===== src/sv/dsrk4_pkg.sv =====
`timescale 1ns / 1ps
package dsrk4_pkg;

  // Fixed field widths
  localparam int unsigned WORD_W    = 32;
  localparam int unsigned STEP_W    = 17;
  localparam int unsigned CFG_IDX_W = 2;
  // Operand widths of the shared multiplier
  localparam int unsigned OPA_W     = 36;
  localparam int unsigned OPB_W     = 33;
  localparam int unsigned PROD_W    = OPA_W + OPB_W;
  localparam int unsigned SUM_W     = OPA_W + 2;

  // Step factor h/6 as a multiply by a reciprocal; exact for any 17-bit h.
  localparam int unsigned H6_RECIP  = 43691;
  localparam int unsigned H6_SHIFT  = 18;
  localparam int unsigned H6_W      = 15;
  localparam int unsigned RECIP_W   = 16;

  // Estimate magnitude n divided by six: ((n >> 1) * DIV6_RECIP) >> DIV6_SHIFT,
  // exact for any n below 2^34.
  localparam int unsigned DIV6_RECIP = 32'd2863311531;
  localparam int unsigned DIV6_SHIFT = 33;

  // Configuration register indexes
  localparam logic [CFG_IDX_W-1:0] CFG_STIFFNESS = 2'd0;
  localparam logic [CFG_IDX_W-1:0] CFG_MASS      = 2'd1;
  localparam logic [CFG_IDX_W-1:0] CFG_DAMPING   = 2'd2;

  localparam int unsigned UOP_COUNT = 37;
  localparam int unsigned UOP_IDX_W = 6;

  typedef struct packed {
    logic               req_type;
    logic [STEP_W-1:0]  time_step;
    logic signed [31:0] load_pos_x;
    logic signed [31:0] load_pos_y;
    logic signed [31:0] load_pos_z;
    logic signed [31:0] load_vel_x;
    logic signed [31:0] load_vel_y;
    logic signed [31:0] load_vel_z;
  } dsr_in_t;

  typedef struct packed {
    logic signed [31:0] pos_x;
    logic signed [31:0] pos_y;
    logic signed [31:0] pos_z;
    logic signed [31:0] vel_x;
    logic signed [31:0] vel_y;
    logic signed [31:0] vel_z;
    logic signed [31:0] accel_x;
    logic signed [31:0] accel_y;
    logic signed [31:0] accel_z;
  } dsr_out_t;

  // Working registers of the datapath
  typedef enum logic [3:0] {
    R_ZERO, R_X, R_V, R_T, R_J, R_SK, R_SJ, R_XM, R_VM, R_XN, R_VN, R_K, R_A
  } reg_e;

  // Second multiplier operand
  typedef enum logic [2:0] {
    C_CK, C_CB, C_H, C_HH, C_H6
  } coef_e;

  // Kind of term added to the base register
  typedef enum logic [1:0] {
    K_MUL, K_PASS, K_PASS2
  } kind_e;

  // One micro-operation: dst = base +/- term, optionally saturated to 32 bits.
  typedef struct packed {
    reg_e  dst;
    reg_e  base;
    logic  neg;
    kind_e kind;
    reg_e  src;
    coef_e coef;
    logic  sat;
  } uop_t;

  typedef enum logic [2:0] {
    S_IDLE, S_COEF, S_MUL, S_ADD, S_ACC_DIV, S_ACC_WAIT, S_RESULT
  } ctrl_state_e;

  typedef struct packed {
    logic                 capture;
    logic                 coef_start;
    logic                 coef_latch;
    logic                 mul_en;
    logic                 add_en;
    logic                 acc_start;
    logic                 axis_commit;
    logic                 out_load;
    logic [UOP_IDX_W-1:0] uop_idx;
  } ctrl_cmd_t;

  typedef struct packed {
    logic div_busy;
  } dp_status_t;

  function automatic uop_t mk(input reg_e dst, input reg_e base, input logic neg,
                              input kind_e kind, input reg_e src, input coef_e coef,
                              input logic sat);
    uop_t u;
    u.dst  = dst;
    u.base = base;
    u.neg  = neg;
    u.kind = kind;
    u.src  = src;
    u.coef = coef;
    u.sat  = sat;
    return u;
  endfunction

  // Per-axis program: damped RK4 step, then the undamped acceleration estimate.
  function automatic uop_t uop_at(input logic [UOP_IDX_W-1:0] idx);
    uop_t u;
    unique case (idx)
      6'd0:  u = mk(R_T,  R_ZERO, 1'b1, K_MUL,   R_X,  C_CK, 1'b0);
      6'd1:  u = mk(R_J,  R_T,    1'b1, K_MUL,   R_V,  C_CB, 1'b1);
      6'd2:  u = mk(R_SK, R_ZERO, 1'b0, K_PASS,  R_V,  C_CK, 1'b0);
      6'd3:  u = mk(R_SJ, R_ZERO, 1'b0, K_PASS,  R_J,  C_CK, 1'b0);
      6'd4:  u = mk(R_XM, R_X,    1'b0, K_MUL,   R_V,  C_HH, 1'b1);
      6'd5:  u = mk(R_VM, R_V,    1'b0, K_MUL,   R_J,  C_HH, 1'b1);
      6'd6:  u = mk(R_SK, R_SK,   1'b0, K_PASS2, R_VM, C_CK, 1'b0);
      6'd7:  u = mk(R_T,  R_ZERO, 1'b1, K_MUL,   R_XM, C_CK, 1'b0);
      6'd8:  u = mk(R_J,  R_T,    1'b1, K_MUL,   R_VM, C_CB, 1'b1);
      6'd9:  u = mk(R_SJ, R_SJ,   1'b0, K_PASS2, R_J,  C_CK, 1'b0);
      6'd10: u = mk(R_XM, R_X,    1'b0, K_MUL,   R_VM, C_HH, 1'b1);
      6'd11: u = mk(R_VM, R_V,    1'b0, K_MUL,   R_J,  C_HH, 1'b1);
      6'd12: u = mk(R_SK, R_SK,   1'b0, K_PASS2, R_VM, C_CK, 1'b0);
      6'd13: u = mk(R_T,  R_ZERO, 1'b1, K_MUL,   R_XM, C_CK, 1'b0);
      6'd14: u = mk(R_J,  R_T,    1'b1, K_MUL,   R_VM, C_CB, 1'b1);
      6'd15: u = mk(R_SJ, R_SJ,   1'b0, K_PASS2, R_J,  C_CK, 1'b0);
      6'd16: u = mk(R_XM, R_X,    1'b0, K_MUL,   R_VM, C_H,  1'b1);
      6'd17: u = mk(R_VM, R_V,    1'b0, K_MUL,   R_J,  C_H,  1'b1);
      6'd18: u = mk(R_SK, R_SK,   1'b0, K_PASS,  R_VM, C_CK, 1'b0);
      6'd19: u = mk(R_T,  R_ZERO, 1'b1, K_MUL,   R_XM, C_CK, 1'b0);
      6'd20: u = mk(R_J,  R_T,    1'b1, K_MUL,   R_VM, C_CB, 1'b1);
      6'd21: u = mk(R_SJ, R_SJ,   1'b0, K_PASS,  R_J,  C_CK, 1'b0);
      6'd22: u = mk(R_XN, R_X,    1'b0, K_MUL,   R_SK, C_H6, 1'b1);
      6'd23: u = mk(R_VN, R_V,    1'b0, K_MUL,   R_SJ, C_H6, 1'b1);
      6'd24: u = mk(R_J,  R_ZERO, 1'b1, K_MUL,   R_XN, C_CK, 1'b1);
      6'd25: u = mk(R_A,  R_ZERO, 1'b0, K_PASS,  R_J,  C_CK, 1'b0);
      6'd26: u = mk(R_K,  R_VN,   1'b0, K_MUL,   R_J,  C_HH, 1'b1);
      6'd27: u = mk(R_XM, R_XN,   1'b0, K_MUL,   R_V,  C_HH, 1'b1);
      6'd28: u = mk(R_J,  R_ZERO, 1'b1, K_MUL,   R_XM, C_CK, 1'b1);
      6'd29: u = mk(R_A,  R_A,    1'b0, K_PASS2, R_J,  C_CK, 1'b0);
      6'd30: u = mk(R_XM, R_XN,   1'b0, K_MUL,   R_K,  C_HH, 1'b1);
      6'd31: u = mk(R_K,  R_VN,   1'b0, K_MUL,   R_J,  C_HH, 1'b1);
      6'd32: u = mk(R_J,  R_ZERO, 1'b1, K_MUL,   R_XM, C_CK, 1'b1);
      6'd33: u = mk(R_A,  R_A,    1'b0, K_PASS2, R_J,  C_CK, 1'b0);
      6'd34: u = mk(R_XM, R_XN,   1'b0, K_MUL,   R_K,  C_H,  1'b1);
      6'd35: u = mk(R_J,  R_ZERO, 1'b1, K_MUL,   R_XM, C_CK, 1'b1);
      6'd36: u = mk(R_A,  R_A,    1'b0, K_PASS,  R_J,  C_CK, 1'b0);
      default: u = mk(R_ZERO, R_ZERO, 1'b0, K_PASS, R_ZERO, C_CK, 1'b0);
    endcase
    return u;
  endfunction

endpackage


===== src/sv/dsrk4_ctrl.sv =====
`timescale 1ns / 1ps
module dsrk4_ctrl #(
  parameter int unsigned AXES   = 3,
  parameter int unsigned AXIS_W = 2
) (
  input  logic                   clk_i,
  input  logic                   rst_ni,
  input  logic                   in_valid_i,
  input  logic                   in_load_i,
  output logic                   in_ready_o,
  output logic                   out_valid_o,
  input  logic                   out_ready_i,
  input  dsrk4_pkg::dp_status_t  status_i,
  output dsrk4_pkg::ctrl_cmd_t   cmd_o,
  output logic [AXIS_W-1:0]      axis_o
);
  import dsrk4_pkg::*;

  ctrl_state_e          state_q, state_d;
  logic [UOP_IDX_W-1:0] pc_q, pc_d;
  logic [AXIS_W-1:0]    axis_q, axis_d;
  logic                 out_valid_q, out_valid_d;
  logic                 in_xfer;
  logic                 last_uop;
  logic                 last_axis;
  logic                 slot_free;

  assign in_xfer   = in_valid_i && (state_q == S_IDLE);
  assign last_uop  = (pc_q == UOP_IDX_W'(UOP_COUNT - 1));
  assign last_axis = (axis_q == AXIS_W'(AXES - 1));
  assign slot_free = !out_valid_q || out_ready_i;

  // Next state
  always_comb begin
    state_d = state_q;
    pc_d    = pc_q;
    axis_d  = axis_q;
    unique case (state_q)
      S_IDLE: begin
        if (in_xfer) begin
          pc_d    = '0;
          axis_d  = '0;
          state_d = in_load_i ? S_RESULT : S_COEF;
        end
      end
      S_COEF: begin
        if (!status_i.div_busy) state_d = S_MUL;
      end
      S_MUL: state_d = S_ADD;
      S_ADD: begin
        if (last_uop) begin
          state_d = S_ACC_DIV;
        end else begin
          pc_d    = pc_q + 1'b1;
          state_d = S_MUL;
        end
      end
      S_ACC_DIV: state_d = S_ACC_WAIT;
      S_ACC_WAIT: begin
        if (!status_i.div_busy) begin
          pc_d = '0;
          if (last_axis) begin
            state_d = S_RESULT;
          end else begin
            axis_d  = axis_q + 1'b1;
            state_d = S_MUL;
          end
        end
      end
      S_RESULT: begin
        if (slot_free) state_d = S_IDLE;
      end
      default: state_d = S_IDLE;
    endcase
  end

  // Commands to the datapath
  always_comb begin
    cmd_o         = '0;
    cmd_o.uop_idx = pc_q;
    unique case (state_q)
      S_IDLE: begin
        cmd_o.capture    = in_xfer;
        cmd_o.coef_start = in_xfer && !in_load_i;
      end
      S_COEF:     cmd_o.coef_latch  = !status_i.div_busy;
      S_MUL:      cmd_o.mul_en      = 1'b1;
      S_ADD:      cmd_o.add_en      = 1'b1;
      S_ACC_DIV:  cmd_o.acc_start   = 1'b1;
      S_ACC_WAIT: cmd_o.axis_commit = !status_i.div_busy;
      S_RESULT:   cmd_o.out_load    = slot_free;
      default:    cmd_o.capture     = 1'b0;
    endcase
  end

  // The output register holds a result until its transfer.
  always_comb begin
    out_valid_d = out_valid_q;
    if (cmd_o.out_load) out_valid_d = 1'b1;
    else if (out_ready_i) out_valid_d = 1'b0;
  end

  always_ff @(posedge clk_i or negedge rst_ni) begin
    if (!rst_ni) begin
      state_q     <= S_IDLE;
      pc_q        <= '0;
      axis_q      <= '0;
      out_valid_q <= 1'b0;
    end else begin
      state_q     <= state_d;
      pc_q        <= pc_d;
      axis_q      <= axis_d;
      out_valid_q <= out_valid_d;
    end
  end

  assign in_ready_o  = (state_q == S_IDLE);
  assign out_valid_o = out_valid_q;
  assign axis_o      = axis_q;
endmodule


===== config.mk =====
export PLATFORM = sky130hd
export DESIGN_NAME = dsrk4_ctrl
export DESIGN_NICKNAME = d
export VERILOG_FILES = /design/src/sv/dsrk4_pkg.sv /design/src/sv/dsrk4_ctrl.sv
export SDC_FILE = /design/constraint.sdc
export NUM_CORES = 1
export LEC_CHECK = 0
export BUFFER_PORTS_ARGS = -buffer_cell sky130_fd_sc_hd__clkbuf_2
export CAP_MARGIN = 10
export CORE_UTILIZATION = 49
export CTS_CLUSTER_DIAMETER = 30
export CTS_CLUSTER_SIZE = 14
export DETAILED_ROUTE_END_ITERATION = 10
export GPL_TIMING_DRIVEN = 0
export HOLD_SLACK_MARGIN = 0.12
export PLACE_DENSITY = 0.8
export SLEW_MARGIN = 5
export SYNTH_ARGS = -nofsm -noshare
export SYNTH_HDL_FRONTEND = slang
export SYNTH_SLANG_ARGS = --single-unit

===== constraint.sdc =====
create_clock -name clk_i -period 1.7 [get_ports clk_i]
set_input_delay 0.34 -clock clk_i [delete_from_list [all_inputs] [get_ports clk_i]]
set_output_delay 0.34 -clock clk_i [all_outputs]
set_load 0.005 [all_outputs]

---- Word level (Yosys, flattened, before mapping) ----
Index checks and enable logic that the tools add are counted.
operators by class
  mux-type cells .......................... 26
  equality and inequality tests ........... 14
  $add $sub $neg .......................... 2
  reductions and logical operators ........ 13
operators by type and width
  operator             count
  $mux 3               7
  $pmux 3 s7           1
  $mux 6               3
  $pmux 6 s3           1
  $reduce_and 4->1     3
  $mux 1               10
  $ne 2x2->1 const B   5
  $eq 3x3->1 const B   3
  $add 6x1->6 const B  1
  $eq 3x2->1 const B   2
  $eq 6x6->1 const B   1
  $mux 2               3
  $pmux 2 s2           1
  $reduce_bool 2->1    2
  $eq 3x1->1 const B   1
  $logic_not 1->1      3
  $logic_not 3->1      1
  $reduce_bool 3->1    1
  $add 2x1->2 const B  1
  $eq 2x2->1 const B   1
  $logic_and 1x1->1    2
  $ne 2x1->1 const B   1
  $logic_or 1x1->1     1
word-level totals
  input port bits ......................... 6
  word-level logic and storage cells ...... 59
  output and inout port bits .............. 18
  bits in registers ....................... 12

---- Logic depth before layout (Yosys ltp) ----
  depth after elaboration ................. 4
  depth in mapped cells ................... 6
  gate-level depth less buffers ........... 6

---- Worst setup path after synthesis ----
Ideal clock, no wire load.
  path kind ............................... register to output
  from .................................... register state_q[0]
  to ...................................... output port cmd_o[12] (netlist bit)
  setup slack ............................. 201 ps
  arrival time ............................ 1,159 ps
  path buffers ............................ 1
  required time ........................... 1,360 ps
  stages on the path, launching flop included .. 5
  cell sequence ........................... dfrtp_1 -> buf_4 -> nor3_1 -> nand2_1 -> nor2_1
RTL lines
  item                    line               RTL
  start, declared         dsrk4_ctrl.sv:19   ctrl_state_e state_q, state_d;
  start signal, assigned  dsrk4_ctrl.sv:110  state_q <= state_d;
  end, declared           dsrk4_ctrl.sv:14   output dsrk4_pkg::ctrl_cmd_t cmd_o,

==> flow_metrics.env <==
export IMPL_cp_max_fo=4
export IMPL_status="finished with violations"
export IMPL_critPathBufInv=2
export IMPL_path_cells="nand2b_4 > or3b_4 > inv_2 > clkbuf_2"
export IMPL_grt_max_degree=13
export IMPL_detailedPlace_worstSlack_ps=25.64
export IMPL_viasPerCell=5.873
export IMPL_slowest_stage="dfrtp_2"
export IMPL_synthesis_nets=94
export IMPL_clk_pin_slew_ps=90
export IMPL_drive_gt1_frac=0.4646
export IMPL_antenna_left=0
export IMPL_synthCells=85
export IMPL_wire_per_inst_um=15.15
export IMPL_fmax_mhz=560.9
export IMPL_crit_family="simple AND/OR/NAND/NOR gates"
export IMPL_dp_cells=123
export IMPL_finClkSkew_ps=10.08
export IMPL_grt_pass1_wl_mm=3.291
export IMPL_avgSynthCellArea_um2=9.053
export IMPL_hpwl_mm=1.358
export IMPL_p_leak_nw=0.5748
export IMPL_period_share=1.049
export IMPL_dieWidth_um=41.63
export IMPL_numPortBuffers=23
export IMPL_hold_violations=0
export IMPL_start_util=0.5566
export IMPL_first_pass_iters=4
export IMPL_num_rows=13
export IMPL_final_max_slew_viol_count=0
export IMPL_synth_largest_area_cell="dfrtp_1"
export IMPL_nFillCells=93
export IMPL_fin_cells=142
export IMPL_cts_tree="built"
export IMPL_routabilityCongestion=0.8907
export IMPL_yosysWarnings=0
export IMPL_synth_async_reset_ratio=1.000
export IMPL_drtIter0Drc=12
export IMPL_slowest_delay_ps=450
export IMPL_core_um2=1383
export IMPL_first_global_vias=766
export IMPL_routed_wl_mm=2.151
export IMPL_synth_flop_cell="dfrtp_1"
export IMPL_ys_seq_area_frac=0.3902
export IMPL_synthTopCellsByArea="dfrtp_1 39%, nand2_1 5.9%, ha_1 4.9%"
export IMPL_violations="setup timing"
export IMPL_worst_slack_ps=-82.90
export IMPL_die_area_um2=1733
export IMPL_synth_top_cell_area_share=0.3902
export IMPL_synth_edff_count=0
export IMPL_rsz0062_at_grt="true"
export IMPL_htree_levels=1
export IMPL_max_cap_violations=0
export IMPL_ys_types=37
export IMPL_tightest_slew_ps=417.3
export IMPL_num_vias=834
export IMPL_die_height_um=41.63
export IMPL_relSlewSlack=0.7183
export IMPL_ys_top_cells_by_count="12 x dfrtp_1, 12 x nand2_1, 8 x nor2_1, 5 x inv_1"
export IMPL_hp_class="in2reg"
export IMPL_drc_errors=0
export IMPL_grt_overflow=0
export IMPL_ir_drop_v=0.001168
export IMPL_clock_path_buffers=2
export IMPL_syn2layout_area_growth_pct=44.72
export IMPL_syn_cell_area_um2=769.5
export IMPL_grt_antenna_before_repair=0
export IMPL_critical_path_class="reg2out"
export IMPL_cts_sinks=12
export IMPL_layout_nets=137
export IMPL_p_per_area_nw_per_um2=1629
export IMPL_clockRootBuffer="clkbuf_4"
export IMPL_setup_viol=3
export IMPL_required_ps=1360
export IMPL_period_minus_slack_ps=1783
export IMPL_synth_seq_cells=12
export IMPL_ios=24
export IMPL_grt_use_total=0.2464
export IMPL_cp_arrival_ps=1440
export IMPL_end_kind="output port"
export IMPL_crit_path_start_kind="flop"
export IMPL_num_antenna_cells=0
export IMPL_clock_latency_ps=280
export IMPL_cts_made_buffers=3
==> registers in the layout, indices dropped and copies added, names as in the netlist <==
| name | count |
|---|---|
| axis_o | 2 |
| pc_q | 6 |
| state_q | 3 |
| out_valid_o | 1 |
==> per-stage QoR <==
stage	power, mW	hold slack [ps]	setup TNS [ps]	instance area (µm²)	util
2_1_floorplan	0.9643	44.41	0	769.5	-
3_3_place_gp	1.180	242.7	0	903.4	0.6534
3_5_place_dp	1.211	244.5	0	903.4	0.6534
4_1_cts	1.598	405.8	-82.62	1028	0.7439
5_1_grt	1.931	443.1	-371.5	1114	0.8054
6_report	1.814	422.6	-165.2	1114	0.8054
==> cell usage in the layout, fill, tap and decap left out, types with 3 or more instances in the layout <==
master	count
a21oi_1	3
buf_4	14
buf_6	3
clkbuf_2	22
clkbuf_4	4
dfrtp_1	10
ha_1	3
inv_1	3
mux2i_1	3
nand2_1	11
nand2b_1	3
nor2_1	6
o22ai_1	3
==> layer usage <==
metal	vias to the layer above	GRT usage	share of wire
li1	388	-	-
met1	390	0.2904	0.40
met2	48	0.4313	0.51
met3	8	0.03913	0.069
met4	0	0.1161	0.026
met5	-	0	0
==> cell families after synthesis <==
kind of cell	share of synthesized area
adders and majority gates	0.04879
muxes	0.03903
and+or+nand+nor	0.3008
buffers and inverters	0.05527
AOI/OAI and AO/OA	0.1431
xor gates and xnor gates	0.02277
DFF	0.3902
==> area by class of cell <==
class | count | area [µm²] | area share
Inverter | 5 | 18.77 | 0.01685
Multi-Input combinational cell | 64 | 450.4 | 0.4045
Clock buffer | 4 | 36.28 | 0.03258
Tap cell | 15 | 18.77 | 0.01685
Sequential cell | 12 | 302.8 | 0.2719
Timing Repair Buffer | 38 | 252.7 | 0.2270
Buffer | 4 | 33.78 | 0.03034
==> final timing paths <==
kind	to	cells past startpoint	from	slack (ps)
setup / recovery	cmd_o[7]	4	state_q[1]	-80
hold / removal	out_valid_o	3	out_ready_i	420
setup reg to reg	axis_o[0]	5	state_q[1]	90
hold reg to reg	axis_o[0]	1	axis_o[0]	510
max in group asynchronous	state_q[2]	2	rst_ni	950
min in group asynchronous	out_valid_o	2	rst_ni	480
==> worst register-to-register path: stages (launching register included) <==
cell and delay (ps):
dfrtp_2 450, nand2b_4 160, or3b_4 380, buf_4 150
nor2_1 190, mux2i_1 200
==> power by group <==
| group | switching, mW | internal (mW) |
|---|---|---|
| Sequential | 0.105 | 0.377 |
| Clock | 0.110 | 0.130 |
| Combinational | 0.511 | 0.580 |
| Total | 0.726 | 1.09 |
==> timing repair <==
action / 4_1_cts / 5_1_grt
setup endpoints to repair: 7 / 5
hold endpoints to repair: 12 / 0
buffers inserted: 7 / 7
hold buffers: 1 / 0
resized for setup: 10 / 8
pin swaps: 3 / 3
cloned: 0 / 0
Power figures use the tool's default switching activity.
